File: config.mk
export PLATFORM = sky130hd
export DESIGN_NAME = integer_ecdf_engine
export DESIGN_NICKNAME = d
export VERILOG_FILES = /design/src/sv/iecdf_pkg.sv /design/src/sv/integer_ecdf_engine.sv
export SDC_FILE = /design/constraint.sdc
export NUM_CORES = 2
export LEC_CHECK = 0
export BUFFER_PORTS_ARGS = -buffer_cell sky130_fd_sc_hd__buf_2
export CORE_MARGIN = 1
export CORE_UTILIZATION = 45
export CTS_CLUSTER_DIAMETER = 50
export CTS_CLUSTER_SIZE = 24
export DETAILED_ROUTE_END_ITERATION = 8
export SETUP_SLACK_MARGIN = 0.15
export SYNTH_ARGS = -nofsm -noshare
export SYNTH_HDL_FRONTEND = slang
export SYNTH_SLANG_ARGS = --single-unit
File: constraint.sdc
create_clock -name clk -period 9.9 [get_ports clk]
set_clock_uncertainty 0.2 [all_clocks]
set_input_delay 2.475 -clock clk [delete_from_list [all_inputs] [get_ports clk]]
set_output_delay 2.475 -clock clk [all_outputs]
set_load 0.01 [all_outputs]
File: src/sv/iecdf_pkg.sv
`timescale 1ns / 1ps
`default_nettype none
// ----------------------------------------------------------------------------
// iecdf_pkg: shared types and constants of the integer ECDF engine
// Word layouts of both channels and the sizes that follow from the set depth.
// ----------------------------------------------------------------------------
package iecdf_pkg;

  localparam int MAX_SAMPLES = 64;
  localparam int SAMPLE_W    = 32;
  localparam int POS_W       = $clog2(MAX_SAMPLES);
  localparam int CNT_W       = POS_W + 1;
  localparam int FRAC_BITS   = 16;
  localparam int FRAC_W      = FRAC_BITS + 1;
  localparam int DIV_STEPS   = CNT_W + FRAC_BITS;
  localparam int DIV_CNT_W   = $clog2(DIV_STEPS + 1);

  typedef struct packed {
    logic signed [SAMPLE_W-1:0] sample;
    logic                       last_sample;
  } sample_word_t;

  typedef struct packed {
    logic [POS_W-1:0]  sample_position;
    logic [CNT_W-1:0]  count_at_or_below;
    logic [FRAC_W-1:0] cumulative_fraction;
    logic              final_result;
  } result_word_t;

endpackage

`default_nettype wire

File: src/sv/integer_ecdf_engine.sv
`timescale 1ns / 1ps
`default_nettype none
// ----------------------------------------------------------------------------
// integer_ecdf_engine: empirical CDF over a set of signed 32-bit samples
// Loads a set, then reports count-at-or-below and its Q1.16 fraction for
// every sample in arrival order, using one comparator and one divider step.
// ----------------------------------------------------------------------------
// Samples are taken one per cycle while the engine is loading; the word with
// last_sample set, or the MAX_SAMPLES-th word, closes the set. The engine
// then stalls its input and reports each sample in turn. For a set of N
// samples each report fetches the sample's key from the sample RAM, walks
// the whole set through the RAM's one read port with the single signed
// comparator, runs the bit-serial restoring divider that forms
// floor(count*2^16/N), and hands the word to the output register. The next
// set may load only once the last report is handed over. The output
// register lets the next report be computed while one waits.
module integer_ecdf_engine
  import iecdf_pkg::*;
(
  input  wire logic         clk,
  input  wire logic         rst,
  input  wire logic         sample_valid,
  output logic              sample_stall,
  input  wire sample_word_t sample_word,
  output logic              result_valid,
  input  wire logic         result_stall,
  output result_word_t      result_word
);

  typedef enum logic [4:0] {
    ST_LOAD  = 5'b00001,
    ST_KEY   = 5'b00010,
    ST_KEYW  = 5'b00100,
    ST_SCAN  = 5'b01000,
    ST_DIV   = 5'b10000
  } state_t;

  state_t state;

  // Sample RAM
  logic signed [SAMPLE_W-1:0] store [MAX_SAMPLES];
  logic signed [SAMPLE_W-1:0] rd_data;
  logic [POS_W-1:0]           rd_addr;

  logic [CNT_W-1:0]           total;
  logic [CNT_W-1:0]           total_p1;
  logic [POS_W-1:0]           outer;
  logic [CNT_W-1:0]           scan;
  logic [CNT_W-1:0]           count;
  logic signed [SAMPLE_W-1:0] key;
  logic [DIV_STEPS-1:0]       div_q;
  logic [CNT_W-1:0]           rem;
  logic [DIV_CNT_W-1:0]       div_cnt;
  logic                       emitting;

  logic                       load_take;
  logic                       closing;
  logic                       hit;
  logic [CNT_W:0]             rem_sh;
  logic                       rem_ge;
  logic                       out_free;
  logic                       last_pos;

  assign sample_stall = (state != ST_LOAD);
  assign load_take    = sample_valid && !sample_stall;
  assign total_p1     = total + 1'b1;
  assign closing      = sample_word.last_sample || (total_p1 == CNT_W'(MAX_SAMPLES));
  assign hit          = (rd_data <= key);
  assign rem_sh       = {rem, div_q[DIV_STEPS-1]};
  assign rem_ge       = (rem_sh >= {1'b0, total});
  assign out_free     = !result_valid || !result_stall;
  assign last_pos     = ({1'b0, outer} + 1'b1) == total;

  // Pick the read address: key fetch, first scan entry, then the walk
  always_comb begin
    case (state)
      ST_KEY:  rd_addr = outer;
      ST_KEYW: rd_addr = '0;
      default: rd_addr = scan[POS_W-1:0];
    endcase
  end

  // Write loaded samples, read one entry a cycle
  always_ff @(posedge clk) begin
    if (load_take) begin
      store[total[POS_W-1:0]] <= sample_word.sample;
    end
    rd_data <= store[rd_addr];
  end

  // Sequencer: load, fetch key, scan, divide, hand over
  always_ff @(posedge clk) begin
    if (rst) begin
      state    <= ST_LOAD;
      total    <= '0;
      outer    <= '0;
      emitting <= 1'b0;
    end else begin
      case (state)
        ST_LOAD: begin
          if (load_take) begin
            total <= total_p1;
            outer <= '0;
            if (closing) begin
              state <= ST_KEY;
            end
          end
        end
        ST_KEY: begin
          state <= ST_KEYW;
        end
        ST_KEYW: begin
          state <= ST_SCAN;
        end
        ST_SCAN: begin
          if (scan == total) begin
            state <= ST_DIV;
          end
        end
        ST_DIV: begin
          if (emitting) begin
            if (out_free) begin
              emitting <= 1'b0;
              if (last_pos) begin
                total <= '0;
                state <= ST_LOAD;
              end else begin
                outer <= outer + 1'b1;
                state <= ST_KEY;
              end
            end
          end else if (div_cnt == DIV_CNT_W'(DIV_STEPS - 1)) begin
            emitting <= 1'b1;
          end
        end
        default: begin
          state <= ST_LOAD;
        end
      endcase
    end
  end

  // Datapath: key, scan walk, hit count and divider
  always_ff @(posedge clk) begin
    case (state)
      ST_KEYW: begin
        key   <= rd_data;
        scan  <= CNT_W'(1);
        count <= '0;
      end
      ST_SCAN: begin
        count <= count + CNT_W'(hit);
        if (scan != total) begin
          scan <= scan + 1'b1;
        end else begin
          div_q   <= {count + CNT_W'(hit), {FRAC_BITS{1'b0}}};
          rem     <= '0;
          div_cnt <= '0;
        end
      end
      ST_DIV: begin
        if (!emitting) begin
          rem     <= rem_ge ? CNT_W'(rem_sh - {1'b0, total}) : rem_sh[CNT_W-1:0];
          div_q   <= {div_q[DIV_STEPS-2:0], rem_ge};
          div_cnt <= div_cnt + 1'b1;
        end
      end
      default: begin
      end
    endcase
  end

  // Output register: load a finished word, drop it once taken
  always_ff @(posedge clk) begin
    if (rst) begin
      result_valid <= 1'b0;
    end else if ((state == ST_DIV) && emitting && out_free) begin
      result_valid <= 1'b1;
    end else if (!result_stall) begin
      result_valid <= 1'b0;
    end
  end

  always_ff @(posedge clk) begin
    if ((state == ST_DIV) && emitting && out_free) begin
      result_word.sample_position     <= outer;
      result_word.count_at_or_below   <= count;
      result_word.cumulative_fraction <= div_q[FRAC_W-1:0];
      result_word.final_result        <= last_pos;
    end
  end

  // Checks
  a_frac_range: assert property (@(posedge clk) disable iff (rst)
    result_valid |-> (result_word.count_at_or_below != '0) &&
                     (result_word.cumulative_fraction != '0) &&
                     (result_word.cumulative_fraction <= FRAC_W'(1 << FRAC_BITS)))
    else $error("report word with empty count or fraction out of range");

  a_full_close: assert property (@(posedge clk) disable iff (rst)
    load_take && (total_p1 == CNT_W'(MAX_SAMPLES)) |=> (state == ST_KEY))
    else $error("full sample store did not close the set");

  a_scan_bound: assert property (@(posedge clk) disable iff (rst)
    (state == ST_SCAN) |-> (scan <= total) && (total != '0))
    else $error("scan walked past the end of the set");

  a_no_emit_while_loading: assert property (@(posedge clk) disable iff (rst)
    (state == ST_LOAD) |-> !emitting)
    else $error("report pending while loading");

endmodule

`default_nettype wire
# ---- Yosys cells after proc, flatten, opt, wreduce, memory -nomap -nowiden
# Memories as Yosys holds them, arrays and structs flattened. A register that Yosys moved wholly into a read port is not among the register bits.
# Index checks and enable logic that the tools add are counted.
dict set report op_classes {
  eq_ne 22
  n_lt_le_gt_ge 2
  n_mul 0
  mux 38
  reduce_logical 16
  n_addsub 7
  div 0
  shifts 0
  bitwise 0
}
# cell count
set ops {}
lappend ops {{2-to-1 mux 7 bit} 8}
lappend ops {{one-hot mux 7 bit (2 select lines)} 4}
lappend ops {{2-to-1 mux 23 bit} 2}
lappend ops {{one-hot mux 23 bit (2 select lines)} 1}
lappend ops {{2-to-1 mux 5 bit} 7}
lappend ops {{less-or-equal comparator 32 bit} 1}
lappend ops {{one-hot mux 5 bit (5 select lines)} 1}
lappend ops {{2-to-1 mux 6 bit} 4}
lappend ops {{one-hot mux 6 bit (2 select lines)} 2}
lappend ops {{inequality test 2 bit (second input constant)} 10}
lappend ops {{AND reduction 5 bit} 3}
lappend ops {{adder 7 x 1 -> 7 bit (second input constant)} 2}
lappend ops {{equality test 7 bit} 2}
lappend ops {{equality test 5 bit (second input constant)} 2}
lappend ops {{one-hot mux 5 bit (2 select lines)} 1}
lappend ops {{greater-or-equal comparator 8 x 7 -> 1 bit} 1}
lappend ops {{adder 6 x 1 -> 7 bit (second input constant)} 1}
lappend ops {{adder 7 x 1 -> 7 bit} 1}
lappend ops {{equality test 7 bit (second input constant)} 1}
lappend ops {{2-to-1 mux 1 bit} 7}
lappend ops {{inequality test 7 bit} 1}
lappend ops {{subtractor 7 bit} 1}
lappend ops {{adder 6 x 1 -> 6 bit (second input constant)} 1}
lappend ops {{nonzero test 2 bit} 3}
lappend ops {{13 further kinds} 18}
dict set report totals {
  input_bits 37
  register_bits 132
  ram_bits 2048
  mem_count 1
  mem_bits_ro 0
  latch_bits 0
}
# memory depth width rd rd_ports_with_merged_regs wr line_no
set mem_list {}
lappend mem_list {store 64 32 1 1 1 integer_ecdf_engine.sv:41} ;# logic signed [SAMPLE_W-1:0] store [MAX_SAMPLES];

# ---- Logic depth before layout (Yosys ltp)
dict set report depth {
  depth_word 6
  ltp_mapped 16
}

# ---- Worst setup path after synthesis
# No wires, ideal clock.
dict set report synth_timing {
  kind {input -> register}
  startpoint {input port sample_valid}
  endpoint {memory store[17][0] (enable)}
  path_slack_ns 4.777
  path_stages 4
  required_ns 9.279
  setup_ns 0.421
  arrival_time_ns 4.502
  path_cell_list {and2_1 > clkbuf_1 > nand3_1 > nor2_1}
}
dict set report synth_between {
  elab_chain_cells 3
}
# item line_no
set synth_rtl {}
lappend synth_rtl {{from (decl)} integer_ecdf_engine.sv:22} ;# input wire logic sample_valid,
lappend synth_rtl {{logical AND 1 bit} integer_ecdf_engine.sv:65} ;# assign load_take = sample_valid && !sample_stall;
lappend synth_rtl {{2-to-1 mux 1 bit} integer_ecdf_engine.sv:85} ;# if (load_take) begin
lappend synth_rtl {{2-to-1 mux 1 bit (not written as such)} integer_ecdf_engine.sv:86} ;# store[total[POS_W-1:0]] <= sample_word.sample;
lappend synth_rtl {{to (decl)} integer_ecdf_engine.sv:41}
# Every way passes these cells.

# ---- Worst setup path in the final report
dict set report layout_timing {
  startpoint {register state[1]}
  endpoint {register rd_data[31] (read register of store)}
}
dict set report layout_between {
  elab_chain_cells 2
  word_cells_on_any_way 3
}
# item line_no
set layout_rtl {}
lappend layout_rtl {{from (decl)} integer_ecdf_engine.sv:38} ;# state_t state;
lappend layout_rtl {{from (signal assigned)} integer_ecdf_engine.sv:94} ;# state <= ST_LOAD;
lappend layout_rtl {{from (signal assigned)} integer_ecdf_engine.sv:105} ;# state <= ST_KEY;
lappend layout_rtl {{from (signal assigned)} integer_ecdf_engine.sv:110} ;# state <= ST_KEYW;
lappend layout_rtl {{equality test 5 x 3 -> 1 bit or equality test 5 x 2 -> 1 bit (tied branches)} integer_ecdf_engine.sv:76} ;# case (state)
lappend layout_rtl {{one-hot mux 6 bit (2 select lines) (*)} integer_ecdf_engine.sv:76}
lappend layout_rtl {{to (decl)} integer_ecdf_engine.sv:42} ;# logic signed [SAMPLE_W-1:0] rd_data;
# Mark *: on every way between the ends. The rest lies on a longest branch, timed or not.
# A chain may end at the register's enable or synchronous reset.

==> impl_metrics.toml <==
[power]
vdd_ir_drop_max_mv = 0.206
leakagePower_nw = 32.0
finalPower_mw = 20.3
power_per_cell_area_nw_per_um2 = 210

[detailed_routing]
wire_length_per_cell_after_detailed_routing_um = 28.8
drt-initial-drc-count = 6431
route.detailed.drc = 0
first_pass_iters = 7
wl_um = 236000
route.detailed.vias_per_inst = 6.08
ant_nets = 0
detailroute.via_count = 49800

[place]
placement.cell_area_um2 = 90400
placed_cells_incl_taps = 7875
port_buffers = 69
gp_congestion = 0.870
dp.final_hpwl_um = 127000

[critical_path]
cp_common_cell = "o221ai_1"
crit_type = "reg2reg"
slowest_cell_on_the_critical_path = "o221ai_1"
worstPathMaxFanout = 136
required_ns = 10.39
timing.critical_path.slowest_cell_delay_ns = 0.97
worst-endpoint-arrival_ns = 6.02
critical_path.cell_chain = "xor2_1, a21oi_1, nor2_4, buf_4, buf_12, mux2_2, a222oi_1, o221ai_1, o221ai_1, o31ai_1"
crit_path_start_kind = "register"
cp-end-kind = "register"

[sta]
period_minus_slack_ns = 5.53
period_share_pct = 55.9
setup_viol_count_final = 0
grt_setup_unrepaired = "no"
timing.fmax_mhz = 181
tightestPinTransition_ns = 1.34
report.final.slew_viol_count = 0
timing.setup.tns_ns = 0
timing.final.hold_violations = 0
slew_headroom_pct = 10.2

[logic_synthesis]
area_of_the_mapped_netlist_um2 = 86400
synth_enable_flop_cells = 2160
yosys_most_used_dff = "edfxtp_1"
netlist_instances = 5502
yosysWarnings = 0
syn_nets = 5586
yosys-top-cells-area = "edfxtp_1 75%, mux2i_1 3.5%, nand2_1 3.4%, a21oi_1 2.0%, mux2_2 1.6%"
post_synth_num_cell_types = 77
synth-seq-cells = 2212
synth_largest_area_cell = "edfxtp_1"
postSynth.asyncResetShare_pct = 0
avgSynthCellArea_um2 = 15.7
yosys.area.top_type_share_pct = 75.0
sequential_area_share_after_synthesis_pct = 76.2

[clock_network]
max-clock-path-buffers = 3
postCtsSetupBuffers = 0
clkLatencyLatePin_ns = 0.88
clk_pin_slew_worst_paths_ns = 0.08
cts_tree = "done"
ctsHtreeMaxLevel = 4
clock_sink_count = 2212
clock-root-buffer = "clkbuf_16"
post_cts_resized = 0
tritoncts.num_buffers = 166
holdBufCountCts = 0

[global_routing]
number_of_antenna_violations_at_the_first_check_in_global_routing = 12
wire_length_of_the_first_global_routing_pass_um = 339000
vias_in_the_first_global_route = 47100
pin_count_of_the_biggest_net_entering_global_routing = 175
grt_usage_pct = 24.0
grt-ovfl-total = 0

[floorplanning]
chipWidth_um = 440
initial_utilization_pct = 45.4
die_height_um = 440
core_um2 = 190000
ioPinCount = 70
num_rows = 160
die-area_um2 = 194000

[finish]
post_route_cells_drive_above_1_share_pct = 14.1
nets = 5616
final_cell_count_no_fill = 8189
final_cell_mix = "2160 x edfxtp_1, 771 x nand2_1, 344 x a21oi_1"
leading_cell_type_in_the_layout_fill_and_taps_excluded = "edfxtp_1"
area_delta_synth_final_pct = 11.4
finish.instance_area_um2 = 96300

[run_status]
result_of_the_run = "completed"

[hold_path]
holdCritPathClass = "reg2reg"

[job]
drv_cap = 0
-- area by class of cell --
class | count | area (um^2)
fill | 15600 | 94100
inverter | 54 | 203
timing repair buffer | 228 | 1710
antenna | 3 | 7.51
clock buffer | 179 | 4280
multi-input combinational | 2870 | 19400
clock inverter | 132 | 1690
sequential | 2212 | 65900
tap | 2511 | 3140
-- report_power, final --
group / total, mW / leakage (nW) / internal [mW] / switching (mW)
Clock: 7.30 / 2.88 / 3.57 / 3.74
Combinational: 2.45 / 9.29 / 0.737 / 1.71
Sequential: 10.5 / 19.8 / 10.4 / 0.0924
Total: 20.3 / 32.0 / 14.7 / 5.54
-- synthesized netlist by cell type, drive strengths merged (50+ instances only) --
| cell type | n |
|---|---|
| a211oi | 50 |
| a21oi | 345 |
| a221oi | 119 |
| a222oi | 103 |
| a31oi | 93 |
| buf | 193 |
| clkbuf | 173 |
| dfxtp | 52 |
| edfxtp | 2160 |
| inv | 52 |
| mux2 | 127 |
| mux2i | 300 |
| nand2 | 774 |
| nand3 | 98 |
| nor2 | 195 |
| nor4 | 60 |
| o221ai | 100 |
-- stage by stage --
step	utilization, %	hold slack, ns	setup slack (ns)
after floorplan	-	0.206	4.78
after global placement	47.4	0.222	4.36
after detailed placement	47.5	0.228	4.37
after CTS	50.6	0.236	4.44
after global routing	50.6	0.256	4.20
final	50.6	0.230	4.37
-- worst paths after layout --
| path | depth (start not counted) | from | slack (ns) | to |
|---|---|---|---|---|
| setup / recovery | 10 | state[1] | 4.37 | rd_data[31] |
| setup reg to reg | 10 | state[1] | 4.37 | rd_data[31] |
| hold reg to reg | 0 | div_q[7] | 0.23 | result_word[8] |
| hold / removal | 0 | div_q[7] | 0.23 | result_word[8] |
-- flip-flops by register name (all words and copies together), names as in the netlist, 6 cells and up --
name and cells:
total 7, scan 7, outer 6, result_word 31, rd_data 32, count 7
rem 7, key 32, store 2048, div_q 23
-- per-layer routing --
layer / track usage [%] / share of wire (%) / vias up
met5: 0 / 0.018 / -
met3: 4.12 / 7.8 / 334
met4: 7.85 / 3.2 / 8
li1: - / - / 21800
met2: 37.4 / 46 / 2119
met1: 34.3 / 43 / 25500
-- cells by family after synthesis --
group | count (synthesis) | synth area share [%]
DFF | 2212 | 76.2
and+or+nand+nor | 1275 | 6.32
AOI/OAI and AO/OA | 1089 | 9.13
muxes | 427 | 5.13
buffers and inverters | 420 | 2.17
adders and majority gates | 47 | 0.689
xor gates and xnor gates | 32 | 0.324
-- critical path, delay by kind of cell, from the launching register on --
family / cells / cell delay, ns
AO/OA/AOI/OAI: 5 / 1.96
XOR/XNOR: 1 / 0.33
buffers and inverters: 2 / 0.88
flip-flops: 1 / 0.76
multiplexers: 1 / 0.42
AND/OR/NAND/NOR: 1 / 0.40
(Power assumes the default switching activity.)
